**src/hw/rtl/frcrc_pkg.sv**
```systemverilog
// ---------------------------------------------------------------------------
// frcrc_pkg
// Shared types, character codes and CRC-8 fold for the framed receiver.
// ---------------------------------------------------------------------------
`timescale 1ns / 1ps
`default_nettype none

package frcrc_pkg;

   localparam int FRAME_BYTES_DEF = 32;

   localparam logic [7:0] CH_SOH          = 8'h01;
   localparam logic [7:0] CH_EOT          = 8'h04;
   localparam logic [7:0] CH_ESC          = 8'h1B;
   localparam logic [7:0] CHECK_INIT      = 8'hFF;
   localparam logic [7:0] CHECK_GOOD      = 8'hCF;
   localparam logic [7:0] CHECK_POLY_REFL = 8'hE0;

   typedef struct packed {
      logic fire;
      logic pass;
   } end_evt_type;

   typedef enum logic [1:0] {
      DR_IDLE,
      DR_READ,
      DR_SHOW
   } drain_state_type;

   // reflected CRC-8, one byte
   function automatic logic [7:0] crc8_fold(input logic [7:0] crc, input logic [7:0] b);
      logic [7:0] c;
      c = crc ^ b;
      for (int k = 0; k < 8; k++) begin
         if (c[0]) begin
            c = (c >> 1) ^ CHECK_POLY_REFL;
         end else begin
            c = c >> 1;
         end
      end
      return c;
   endfunction

endpackage

`default_nettype wire

```
**src/hw/rtl/frcrc_ram.sv**
```systemverilog
// ---------------------------------------------------------------------------
// frcrc_ram
// Generic single-write, single-read RAM with registered read data.
// ---------------------------------------------------------------------------
`timescale 1ns / 1ps
`default_nettype none

module frcrc_ram #(
   parameter int WIDTH = 8,
   parameter int DEPTH = 32
) (
   input  wire logic                     clock,
   input  wire logic                     wr_en,
   input  wire logic [$clog2(DEPTH)-1:0] wr_addr,
   input  wire logic [WIDTH-1:0]         wr_data,
   input  wire logic                     rd_en,
   input  wire logic [$clog2(DEPTH)-1:0] rd_addr,
   output logic      [WIDTH-1:0]         rd_data
);

   logic [WIDTH-1:0] mem [DEPTH];
   logic [WIDTH-1:0] rd_data_ff;

   always_ff @(posedge clock) begin
      if (wr_en) begin
         mem[wr_addr] <= wr_data;
      end
      if (rd_en) begin
         rd_data_ff <= mem[rd_addr];
      end
   end

   assign rd_data = rd_data_ff;

endmodule

`default_nettype wire

```
**src/hw/rtl/frcrc_rx.sv**
```systemverilog
// ---------------------------------------------------------------------------
// frcrc_rx
// Byte parser: SOH/ESC/EOT handling, buffer write, running CRC-8, count.
// ---------------------------------------------------------------------------
`timescale 1ns / 1ps
`default_nettype none

module frcrc_rx #(
   parameter int FRAME_BYTES = frcrc_pkg::FRAME_BYTES_DEF
) (
   input  wire logic                           clock,
   input  wire logic                           reset,
   input  wire logic                           take,
   input  wire logic [7:0]                     rx_byte,
   output logic                                wr_en,
   output logic [$clog2(FRAME_BYTES)-1:0]      wr_addr,
   output logic [7:0]                          wr_data,
   output frcrc_pkg::end_evt_type              end_evt,
   output logic [$clog2(FRAME_BYTES)-1:0]      last_idx
);
   import frcrc_pkg::*;

   localparam int CW = $clog2(FRAME_BYTES);

   logic [CW-1:0] count_ff, count_in;
   logic          open_ff, open_in;
   logic          esc_ff, esc_in;
   logic [7:0]    crc_ff, crc_in;
   logic          is_soh, is_eot, is_esc, store;
   logic [CW:0]   cnt_next;

   always_comb begin
      is_soh   = (rx_byte == CH_SOH) && !esc_ff;
      is_eot   = (rx_byte == CH_EOT) && !esc_ff;
      is_esc   = (rx_byte == CH_ESC) && !esc_ff;
      store    = take && !is_soh && !is_eot && !is_esc && open_ff;
      cnt_next = {1'b0, count_ff} + (CW+1)'(1);

      count_in = count_ff;
      open_in  = open_ff;
      esc_in   = esc_ff;
      crc_in   = crc_ff;
      if (take) begin
         priority if (is_soh) begin
            open_in = 1'b1;
         end else if (is_eot) begin
            count_in = '0;
            open_in  = 1'b0;
            esc_in   = 1'b0;
            crc_in   = CHECK_INIT;
         end else if (is_esc) begin
            esc_in = 1'b1;
         end else if (open_ff) begin
            if (cnt_next == (CW+1)'(FRAME_BYTES)) begin
               count_in = '0;
               open_in  = 1'b0;
               esc_in   = 1'b0;
               crc_in   = CHECK_INIT;
            end else begin
               count_in = cnt_next[CW-1:0];
               esc_in   = 1'b0;
               crc_in   = crc8_fold(crc_ff, rx_byte);
            end
         end
      end
   end

   always_ff @(posedge clock) begin
      if (reset) begin
         count_ff <= '0;
         open_ff  <= 1'b0;
         esc_ff   <= 1'b0;
         crc_ff   <= CHECK_INIT;
      end else begin
         count_ff <= count_in;
         open_ff  <= open_in;
         esc_ff   <= esc_in;
         crc_ff   <= crc_in;
      end
   end

   assign wr_en        = store;
   assign wr_addr      = count_ff;
   assign wr_data      = rx_byte;
   assign end_evt.fire = take && is_eot;
   assign end_evt.pass = (crc_ff == CHECK_GOOD) && (count_ff != '0);
   assign last_idx     = count_ff - CW'(1);

endmodule

`default_nettype wire

```
**src/hw/rtl/frcrc_drain.sv**
```systemverilog
// ---------------------------------------------------------------------------
// frcrc_drain
// Result sequencer: reads the frame buffer byte by byte, or gives a reject.
// ---------------------------------------------------------------------------
`timescale 1ns / 1ps
`default_nettype none

module frcrc_drain #(
   parameter int FRAME_BYTES = frcrc_pkg::FRAME_BYTES_DEF
) (
   input  wire logic                           clock,
   input  wire logic                           reset,
   input  wire frcrc_pkg::end_evt_type         end_evt,
   input  wire logic [$clog2(FRAME_BYTES)-1:0] last_idx,
   output logic                                busy,
   output logic                                rd_en,
   output logic [$clog2(FRAME_BYTES)-1:0]      rd_addr,
   input  wire logic [7:0]                     rd_data,
   output logic                                rsp_valid,
   input  wire logic                           rsp_stall,
   output logic                                rsp_status,
   output logic [7:0]                          rsp_payload,
   output logic                                rsp_last
);
   import frcrc_pkg::*;

   localparam int CW = $clog2(FRAME_BYTES);

   drain_state_type state_ff, state_in;
   logic [CW-1:0]   idx_ff, idx_in;
   logic [CW-1:0]   last_ff, last_in;
   logic            reject_ff, reject_in;
   logic            at_last;

   assign at_last = (idx_ff == last_ff);

   // next state
   always_comb begin
      state_in  = state_ff;
      idx_in    = idx_ff;
      last_in   = last_ff;
      reject_in = reject_ff;
      unique case (state_ff)
         DR_IDLE: begin
            if (end_evt.fire) begin
               idx_in    = '0;
               last_in   = last_idx;
               reject_in = !end_evt.pass;
               state_in  = end_evt.pass ? DR_READ : DR_SHOW;
            end
         end
         DR_READ: begin
            state_in = DR_SHOW;
         end
         DR_SHOW: begin
            if (!rsp_stall) begin
               if (reject_ff || at_last) begin
                  state_in = DR_IDLE;
               end else begin
                  idx_in   = idx_ff + CW'(1);
                  state_in = DR_READ;
               end
            end
         end
         default: begin
            state_in = DR_IDLE;
         end
      endcase
   end

   // outputs
   always_comb begin
      busy        = (state_ff != DR_IDLE);
      rd_en       = (state_ff == DR_READ);
      rd_addr     = idx_ff;
      rsp_valid   = (state_ff == DR_SHOW);
      rsp_status  = reject_ff;
      rsp_payload = reject_ff ? 8'h00 : rd_data;
      rsp_last    = reject_ff || at_last;
   end

   always_ff @(posedge clock) begin
      if (reset) begin
         state_ff  <= DR_IDLE;
         reject_ff <= 1'b0;
      end else begin
         state_ff  <= state_in;
         reject_ff <= reject_in;
      end
   end

   always_ff @(posedge clock) begin
      idx_ff  <= idx_in;
      last_ff <= last_in;
   end

endmodule

`default_nettype wire

```
**src/hw/rtl/framed_receiver_crc8_fcs_check_top.sv**
```systemverilog
// ---------------------------------------------------------------------------
// framed_receiver_crc8_fcs_check_top
// SOH/ESC/EOT framed receiver with CRC-8 FCS check and frame replay.
// ---------------------------------------------------------------------------
// Idle: one byte per cycle accepted; parser, CRC and buffer write act in the same cycle.
// On EOT the input stalls while results drain; reject shows in the cycle after EOT.
// Passing frame: each byte is read from the buffer (DR_READ), then presented
// (DR_SHOW) until not stalled; after EOT the first byte also passes DR_READ first.
// Reset clears parser and drain control at once; buffer contents are not cleared.
`timescale 1ns / 1ps
`default_nettype none

module framed_receiver_crc8_fcs_check_top #(
   parameter int FRAME_BYTES = frcrc_pkg::FRAME_BYTES_DEF
) (
   input  wire logic       clock,
   input  wire logic       reset,
   input  wire logic       req_valid,
   output logic            req_stall,
   input  wire logic [7:0] req_rx_byte,
   output logic            rsp_valid,
   input  wire logic       rsp_stall,
   output logic            rsp_status,
   output logic [7:0]      rsp_payload,
   output logic            rsp_last
);
   import frcrc_pkg::*;

   localparam int CW = $clog2(FRAME_BYTES);

   logic          busy;
   logic          take;
   logic          wr_en;
   logic [CW-1:0] wr_addr;
   logic [7:0]    wr_data;
   logic          rd_en;
   logic [CW-1:0] rd_addr;
   logic [7:0]    rd_data;
   logic [CW-1:0] last_idx;
   end_evt_type   end_evt;

   assign req_stall = busy;
   assign take      = req_valid && !busy;

   frcrc_rx #(.FRAME_BYTES(FRAME_BYTES)) u_rx (
      .clock    (clock),
      .reset    (reset),
      .take     (take),
      .rx_byte  (req_rx_byte),
      .wr_en    (wr_en),
      .wr_addr  (wr_addr),
      .wr_data  (wr_data),
      .end_evt  (end_evt),
      .last_idx (last_idx)
   );

   frcrc_ram #(.WIDTH(8), .DEPTH(FRAME_BYTES)) u_buf (
      .clock   (clock),
      .wr_en   (wr_en),
      .wr_addr (wr_addr),
      .wr_data (wr_data),
      .rd_en   (rd_en),
      .rd_addr (rd_addr),
      .rd_data (rd_data)
   );

   frcrc_drain #(.FRAME_BYTES(FRAME_BYTES)) u_drain (
      .clock       (clock),
      .reset       (reset),
      .end_evt     (end_evt),
      .last_idx    (last_idx),
      .busy        (busy),
      .rd_en       (rd_en),
      .rd_addr     (rd_addr),
      .rd_data     (rd_data),
      .rsp_valid   (rsp_valid),
      .rsp_stall   (rsp_stall),
      .rsp_status  (rsp_status),
      .rsp_payload (rsp_payload),
      .rsp_last    (rsp_last)
   );

endmodule

`default_nettype wire
```
**config.mk**
```make
export PLATFORM = sky130hd
export DESIGN_NAME = framed_receiver_crc8_fcs_check_top
export DESIGN_NICKNAME = d
export VERILOG_FILES = /design/src/hw/rtl/frcrc_pkg.sv /design/src/hw/rtl/frcrc_ram.sv /design/src/hw/rtl/frcrc_rx.sv /design/src/hw/rtl/frcrc_drain.sv /design/src/hw/rtl/framed_receiver_crc8_fcs_check_top.sv
export SDC_FILE = /design/constraint.sdc
export NUM_CORES = 1
export LEC_CHECK = 0
export ABC_AREA = 1
export CORE_UTILIZATION = 35
export DETAILED_ROUTE_END_ITERATION = 16
export DONT_BUFFER_PORTS = 1
export PLACE_DENSITY = 0.5
export SLEW_MARGIN = 20
export SYNTH_ARGS = -nofsm -noshare
export SYNTH_HDL_FRONTEND = slang
export SYNTH_HIERARCHICAL = 1
export SYNTH_SLANG_ARGS = --single-unit
```
**constraint.sdc**
```tcl
create_clock -name clock -period 7.1 [get_ports clock]
set_input_delay 1.42 -clock clock [delete_from_list [all_inputs] [get_ports clock]]
set_output_delay 1.42 -clock clock [all_outputs]
set_load 0.05 [all_outputs]
```
== After elaboration in Yosys (flattened, before gate mapping) ==
Memory sizes are Yosys's and may differ from the RTL's. A register that Yosys moved wholly into a read port is not among the register bits.
Index checks and enable logic that the tools add are counted.
Word-level totals
  bits in writable memories: 256
  memories kept: 1
  flip-flop bits (word level): 28
  input bits: 12
Memories
  u_buf.mem: words 32, bits a word 8, rd ports 1, clocked after memory_dff 1, wr ports 1, line frcrc_ram.sv:21  | logic [WIDTH-1:0] mem [DEPTH];
Cells by class
  bitwise logic cells: 10
  reduce and logical (&&, ||, !) cells: 29
  equal/unequal tests: 13
  add/subtract/negate cells: 3
  multiplexer cells: 78
Operator list (number)
  two-way mux 8 bit: 55
  two-way mux 5 bit: 7
  NOT 2 -> 3 bit: 8
  two-way mux 1 bit: 11
  logical AND 1 bit: 10
  one-hot mux 5 bit (2 select lines): 1
  == test 8 x 1 -> 1 bit (second input constant): 1
  == test 8 x 3 -> 1 bit (second input constant): 1
  == test 8 x 5 -> 1 bit (second input constant): 1
  == test 8 bit (second input constant): 1
  AND reduction 4 bit: 2
  XOR 8 bit: 1
  adder 5 x 1 -> 6 bit (second input constant): 1
  == test 6 bit (second input constant): 1
  zero test 1 bit: 6
  two-way mux 2 bit: 3
  != test 2 bit (second input constant): 3
  one-hot mux 2 bit (3 select lines): 1
  AND reduction 2 bit: 3
  nonzero test 2 bit: 3
  adder 5 x 1 -> 5 bit (second input constant): 1
  == test 5 bit: 1
  nonzero test 5 bit: 1
  subtractor 5 x 1 -> 5 bit (second input constant): 1
  other kinds (9): 9

== Logic depth before layout (Yosys ltp) ==
Gate-level depths: netlist of the first run.
  depth in word-level cells: 63
  mapped depth: 11
  mapped depth without buffers: 11

== Hierarchy ==
Netlist of the first run, hierarchy kept.
Modules (own cells, without submodules)
  frcrc_ram: seq. area each 7927.6 um^2, instances 1, cells an instance 922, area each 10866.7 um^2
  frcrc_rx: seq. area each 300.3 um^2, instances 1, cells an instance 242, area each 1458.9 um^2
  frcrc_drain: seq. area each 360.3 um^2, instances 1, cells an instance 94, area each 725.7 um^2
  framed_receiver_crc8_fcs_check_top: seq. area each 0.0 um^2, instances 1, cells an instance 2, area each 10.0 um^2

== Worst setup path after synthesis of the first run ==
OpenSTA, ideal clock, no wires.
  path kind: input-to-reg
  start point: in req_valid
  end point: mem u_buf.mem[11][0] (enable)
  buffers on the path: 0
  stages on the path: 6
  arrival time: 3.044 ns
  setup slack: 3.686 ns
  cells stage by stage: inv_1 > nor2_2 > nand2_1 > nor4_1 > nand3_1 > nor2_1
Between the ends
  cells in the longest elaborated chain, start to end: 7
Ends and longest elaborated chain
  from (decl): line framed_receiver_crc8_fcs_check_top.sv:18  | input wire logic req_valid,
  logical AND 1 bit: line framed_receiver_crc8_fcs_check_top.sv:43  | assign take = req_valid && !busy;
  named net take: line framed_receiver_crc8_fcs_check_top.sv:32  | logic take;
  logical AND 1 bit (4 in series): line frcrc_rx.sv:36  | store = take && !is_soh && !is_eot && !is_esc && open_ff;
  named net wr_en: line framed_receiver_crc8_fcs_check_top.sv:33  | logic wr_en;
  two-way mux 1 bit: line frcrc_ram.sv:25  | if (wr_en) begin
  two-way mux 1 bit (implied by the code): line frcrc_ram.sv:26  | mem[wr_addr] <= wr_data;
  to (decl): line frcrc_ram.sv:21
The timed path passes the listed nets, and every way through them passes these cells.

== Worst setup path after layout of the first run ==
  start point: reg u_drain.idx_ff[0], in the netlist u_drain/rd_addr[0]
  end point: out rsp_last
Between the ends
  cells in the longest elaborated chain, start to end: 2
Ends and longest elaborated chain
  from (decl): line frcrc_drain.sv:30  | logic [CW-1:0] idx_ff, idx_in;
  from (signal assigned): line frcrc_drain.sv:93  | idx_ff <= idx_in;
  == test 5 bit: line frcrc_drain.sv:35  | assign at_last = (idx_ff == last_ff);
  logical OR 1 bit: line frcrc_drain.sv:79  | rsp_last = reject_ff || at_last;
  to (decl): line framed_receiver_crc8_fcs_check_top.sv:25  | output logic rsp_last
No other way between the ends.

==> results.toml, run 1 <==
[status]
status = "finished clean"

[pwr]
p_per_area_mw_per_mm2 = 255
power.leakage_nw = 5.34
ir_drop_uv = 152

[clocking]
cts_buffers = 34
tritoncts = "built"
clk-insertion-delay-late_ps = 500
cts_root_buffer = "clkbuf_16"
clockBufferDepth = 3
postCtsResizedCells = 0
cts_hold_buf = 0
clkTransAtPathRegs_ps = 60
clkSinkCount = 292
h-tree-depth = 2
cts_setup_buffers = 0

[route]
wl_um = 33400
wl_per_cell_um = 19.3
drt-initial-drc-count = 634
first_pass_iters = 5
ant_nets = 0
via_per_inst = 5.02
dr_total_vias = 8692
drc = 0

[die]
die_height_um = 195
io_pins = 24
dieArea_sq_mm = 0.0381
start_util_pct = 35.6
std_cell_rows = 70
die_width_um = 195
fp.coreArea_sq_mm = 0.0367

[cells_and_area]
area_delta_synth_final_pct = 9.55
final-seq-area_sq_mm = 0.00859
layout-drive-gt1-share_pct = 7.05
fillers = 3617
layout.cells.non_filler = 1731
n_antenna_cell = 0
multiInputGateArea_sq_mm = 0.00373
nNetsFinal = 1254

[sta]
finalCritPeriodShare_pct = 55.7
worst_pin_slew_ps = 1050
setup_tns_ps = 0
slew_headroom_pct = 30.0
hold_viol = 0
setup_violations = 0
fin_skew_ps = 16.3
period_minus_slack_ps = 3950
rsz0062_at_grt = "false"
drv_slew = 0
fmax_mhz = 253

[synth]
synth_most_common_cell = "nand2_1"
syn_avg_cell_area_sq_um = 10.4
yosys.area.top_type = "edfxtp_1"
ys_ff_latch = 292
synth_ff_type = "edfxtp_1"
synth.top_cell.area_share_pct = 63.0
yosys_warnings = 6
async_flop_share_pct = 0
ys_types = 39
synth_nets = 1276
synth-edff-count = 274
syn_area_sq_mm = 0.0131
synth.area.top_cells = "edfxtp_1 (63%), nand2_1 (14%), nand3_1 (8.9%)"
yosys-top-cells-count = "nand2_1 (473), edfxtp_1 (274), nand3_1 (233)"
synthCells = 1260
ys_seq_area_share_pct = 65.8

[setup_path]
crit_path_end_kind = "output pin"
critPathArrivalTime_ps = 2530
cp_slowest_cell = "buf_4"
path_class = "flip-flop to output pin"
max_stage_delay_ps = 660
crit_fanout = 66
cp_cell_sequence = "buf_4 -> nand2_1 -> inv_1 -> nor2_1 -> nor2_1 -> nand3_1 -> nand2_1"
critPathLaunchType = "flip-flop"
required_ps = 5680
crit_buf_inv = 2
path_delay_family = "buffers and inverters"

[global_routing]
grt_pass1_wl_um = 50500
overflow = 0
grt_pass1_vias = 8509
antenna_found_initial = 0
grt_max_degree = 73
grtUsageTotal_pct = 17.7

[placement]
portBuffers = 0
gp_congestion = 0.816
dp.cells = 1670
dp_hpwl_um = 20000

[run]
max_cap_violations = 0

[worst_hold_path]
hp-class = "flip-flop to flip-flop"
[flip-flops by register name (all words and copies together), names as in the netlist]
| name | cells |
|---|---|
| u_buf/mem | 256 |
| u_buf/rd_data | 8 |
| u_drain/last_ff | 5 |
| u_drain/rd_addr | 5 |
| u_drain/rsp_status | 1 |
| u_drain/state_ff | 2 |
| u_rx/crc_ff | 8 |
| u_rx/esc_ff | 1 |
| u_rx/open_ff | 1 |
| u_rx/wr_addr | 5 |
[tightest hold or removal path: cells and delay by family, from the launching register on]
| kind | cells | cell delay (ps) |
|---|---|---|
| flip-flops | 1 | 330 |
| AO/OA/AOI/OAI | 2 | 130 |
[final timing paths]
check | slack (ps) | cells after the start | from | to
max | 3150 | 7 | u_drain/rd_addr[0] | rsp_last
min | 500 | 2 | u_rx/open_ff | u_rx/open_ff
max reg2reg | 3200 | 7 | u_drain/state_ff[0] | u_buf/mem[16][0]
min reg2reg | 500 | 2 | u_rx/open_ff | u_rx/open_ff
[routing by layer]
metal	vias up	track usage, %	part of all wire [%]
met4	0	5.42	2.2
met5	-	0	0
met1	4195	24.9	46
met3	47	2.85	5.5
met2	242	28.0	46
li1	4208	-	-
[placed cells by master (no fill, tap or decap), drive strengths merged]
| master | Yosys | routed |
|---|---|---|
| clkinv | 1 | 17 |
| a21oi | 11 | 11 |
| o211ai | 1 | 1 |
| nor2 | 77 | 77 |
| a311oi | 1 | 1 |
| nand3b | 1 | 1 |
| dfxtp | 18 | 18 |
| or2 | 1 | 1 |
| xor2 | 8 | 8 |
| bufinv | 0 | 4 |
| nor4 | 1 | 1 |
| ha | 4 | 4 |
| nor3b | 1 | 1 |
| xnor2 | 5 | 5 |
| clkinvlp | 0 | 2 |
| o21ai | 5 | 5 |
| edfxtp | 274 | 274 |
| nand3 | 236 | 236 |
| inv | 64 | 63 |
| buf | 56 | 6 |
| nand2 | 478 | 478 |
| a211oi | 1 | 1 |
| clkbuf | 8 | 40 |
| nand4 | 4 | 4 |
| nor3 | 4 | 4 |
[cell type report]
class                           count  area share, %
Inverter                           65           1.72
Timing Repair Buffer                6          0.315
Multi-Input combinational cell    839           26.1
Tap cell                          468           4.09
Sequential cell                   292           60.0
Clock inverter                     21           1.47
Clock buffer                       40           6.32
[report_power, final]
group | internal (mW) | switching (mW)
clock | 1.06 | 0.675
sequential | 1.88 | 0.000702
combinational | 0.0124 | 0.0251
[stage by stage]
stage	power (mW)	area [sq um]	utilization (%)	hold WS (ps)	setup WS, ps
floorplan	1.96	13100	-	462	3690
global placement	1.95	13200	35.9	494	2690
detailed placement	1.95	13200	35.9	490	2600
CTS	3.68	14300	39.0	500	3050
global route	3.75	14300	39.0	546	2880
finish	3.65	14300	39.0	501	3150
[cell families (layout without fill, tap and decap cells)]
family                   Yosys count  count (layout)  synth area share, %
AO/OA/AOI/OAI                     19              19                0.910
XOR/XNOR                          13              13                0.872
adder cells (fa/ha/maj)            4               4                0.383
buffers and inverters            129             132                 5.70
flip-flops                       292             292                 65.8
AND/OR/NAND/NOR                  803             803                 26.4
Note: power is estimated with default switching activity, not from simulation.
==> run 2, diff against run 1 <==
--- a/config.mk
+++ b/config.mk
@@ -9,7 +9,7 @@
 export CORE_UTILIZATION = 35
 export DETAILED_ROUTE_END_ITERATION = 16
 export DONT_BUFFER_PORTS = 1
-export PLACE_DENSITY = 0.5
+export PLACE_DENSITY = 0.52
 export SLEW_MARGIN = 20
 export SYNTH_ARGS = -nofsm -noshare
 export SYNTH_HDL_FRONTEND = slang
==> constraint.sdc (replaced) <==
create_clock -name clock -period 3.43 [get_ports clock]
set_input_delay 0.686 -clock clock [delete_from_list [all_inputs] [get_ports clock]]
set_output_delay 0.686 -clock clock [all_outputs]
set_load 0.05 [all_outputs]
==> run 2 against run 1 <==
Effect of this change:
- design area increased by 1.8%
- combinational power increased by 100%
- worst setup slack got worse by 2900 ps
- wire length decreased by 4.3%
- flip-flop and latch count unchanged
- first-iteration DRC count increased by 4.6%
- clock skew decreased by 4.4 ps
- via count increased by 2.2%
- critical endpoint is now u_buf/mem[15][2]
==> results.toml, run 2 (same netlist as run 1, synthesis figures left out) <==
[route]
wl_um = 32000
dr_total_vias = 8883
drc = 0
ant_nets = 0
wl_per_cell_um = 18.0
via_per_inst = 5.02
drt-initial-drc-count = 663
first_pass_iters = 5

[sta]
finalCritPeriodShare_pct = 94.0
drv_slew = 0
setup_tns_ps = 0
period_minus_slack_ps = 3220
setup_violations = 0
fin_skew_ps = 11.8
slew_headroom_pct = 32.8
rsz0062_at_grt = "false"
holdWs_ps = 191
worst_pin_slew_ps = 1000
fmax_mhz = 310
hold_viol = 0

[die]
io_pins = 24
dieArea_sq_mm = 0.0381
die_width_um = 195
fp.coreArea_sq_mm = 0.0367
die_height_um = 195
std_cell_rows = 70
start_util_pct = 35.6

[setup_path]
reg2reg_to = "u_buf/mem[15][2]"
cp_slowest_cell = "nand3_1"
crit_path_end_kind = "flip-flop"
max_stage_delay_ps = 460
rrSetupSlack_ps = 210
critPathLaunchType = "flip-flop"
crit_fanout = 8
worstRegToRegCells = 9
path_class = "flip-flop to flip-flop"
crit_buf_inv = 3
path_delay_family = "simple AND/OR/NAND/NOR gates"
required_ps = 3680
cp_cell_sequence = "nor2_2 -> inv_1 -> nor2_2 -> nand2_1 -> nor4_1 -> buf_4 -> nand3_1 -> nor2_1 -> buf_4"
r2r-start = "u_drain/state_ff[0]"
critPathArrivalTime_ps = 3480

[global_routing]
grtUsageTotal_pct = 16.9
antenna_found_initial = 0
grt_max_degree = 68
grt_pass1_vias = 8607
overflow = 0
grt_pass1_wl_um = 49300

[clocking]
cts_root_buffer = "clkbuf_16"
tritoncts = "built"
clockBufferDepth = 3
clkSinkCount = 292
postCtsResizedCells = 0
h-tree-depth = 1
cts_hold_buf = 0
cts_setup_buffers = 0
clk-insertion-delay-late_ps = 560
clkTransAtPathRegs_ps = 60
cts_buffers = 30

[pwr]
ir_drop_uv = 353
total_power_mw = 7.26
p_per_area_mw_per_mm2 = 498
swShare_pct = 19.1
switchingPower_mw = 1.39
power.share.clock_pct = 45.3
p_int_mw = 5.87
power.leakage_nw = 5.53
p_comb_share_pct = 1.1
p_seq_share_pct = 53.6

[cells_and_area]
area_delta_synth_final_pct = 11.5
layout.cells.non_filler = 1771
final_cell_mix = "nand2_1 (473), edfxtp_1 (274), nand3_1 (230), nor2_1 (69), inv_1 (54)"
nNetsFinal = 1295
mostFrequentLayoutCell = "nand2_1"
postLayoutCoreUtil_pct = 39.7
top_register = "u_buf/mem"
n_antenna_cell = 0
largest_register_ffs = 256
layout-drive-gt1-share_pct = 9.67

[worst_hold_path]
holdPathEnd = "u_rx/wr_addr[4]"
hold_depth = 1
hold_start = "reset"
hp-class = "input pin to flip-flop"

[run]
max_cap_violations = 0

[placement]
dp.cells = 1715
dp_hpwl_um = 19600
portBuffers = 0
gp_congestion = 0.819

[status]
status = "finished clean"
==> run 2: cell count changes in the layout (fill, tap and decap cells not counted) <==
cell | previous run | this run
clkbuf_1 | 4 | 11
clkinvlp_4 | 2 | 0
clkinv_2 | 9 | 5
buf_4 | 6 | 49
clkbuf_16 | 35 | 31
clkinv_4 | 1 | 2
clkinv_1 | 7 | 5
buf_12 | 0 | 2
nand3_2 | 2 | 5
clkbuf_8 | 1 | 0
inv_1 | 53 | 54
inv_6 | 1 | 0
nand3_1 | 233 | 230
==> run 2: worst max-delay path by stage <==
stage | start | endpoint | slack [ps] | cells past startpoint
4_1_cts | u_drain/state_ff[0] | u_buf/mem[9][0] | 170 | 9
5_1_grt | u_drain/state_ff[0] | u_buf/mem[11][1] | 20 | 9
2_1_floorplan | u_drain/state_ff[0] | u_buf/mem[11][0] | 630 | 7
3_5_place_dp | u_drain/state_ff[0] | u_buf/mem[9][7] | 280 | 9
3_3_place_gp | u_drain/state_ff[0] | u_buf/mem[9][6] | 300 | 9
6_report | u_drain/state_ff[0] | u_buf/mem[15][2] | 210 | 9
==> run 2: stage by stage <==
stage	instance area, sq um	setup WS (ps)
floorplan	13100	629
global placement	13600	297
detailed placement	13600	277
CTS	14500	172
global route	14600	17.2
finish	14600	206
==> run 2: final cells by class <==
| type | count | area [sq um] |
|---|---|---|
| clock buffers | 42 | 817 |
| repair buffers | 51 | 408 |
| clock inverters | 14 | 173 |
| flip-flops and latches | 292 | 8590 |
| multi-input cells | 839 | 3740 |
| well taps | 468 | 586 |
| inverters | 65 | 245 |
| fillers | 3534 | 22100 |
==> run 2: metal layers <==
layer / GRT usage (%) / vias up / share of wire, %
met4: 4.67 / 0 / 2.4
met2: 26.6 / 225 / 45
li1: - / 4296 / -
met5: 0 / - / 0
met1: 24.0 / 4310 / 47
met3: 2.71 / 52 / 5.8
==> run 2: power by group through the flow <==
stage	Clock, mW	Sequential, mW	Combinational (mW)
after CTS	3.34	3.89	0.0766
after global placement	0	3.97	0.0756
after global routing	3.49	3.89	0.0887
after floorplan	0	3.96	0.0934
after detailed placement	0	3.97	0.0762
final	3.29	3.89	0.0769
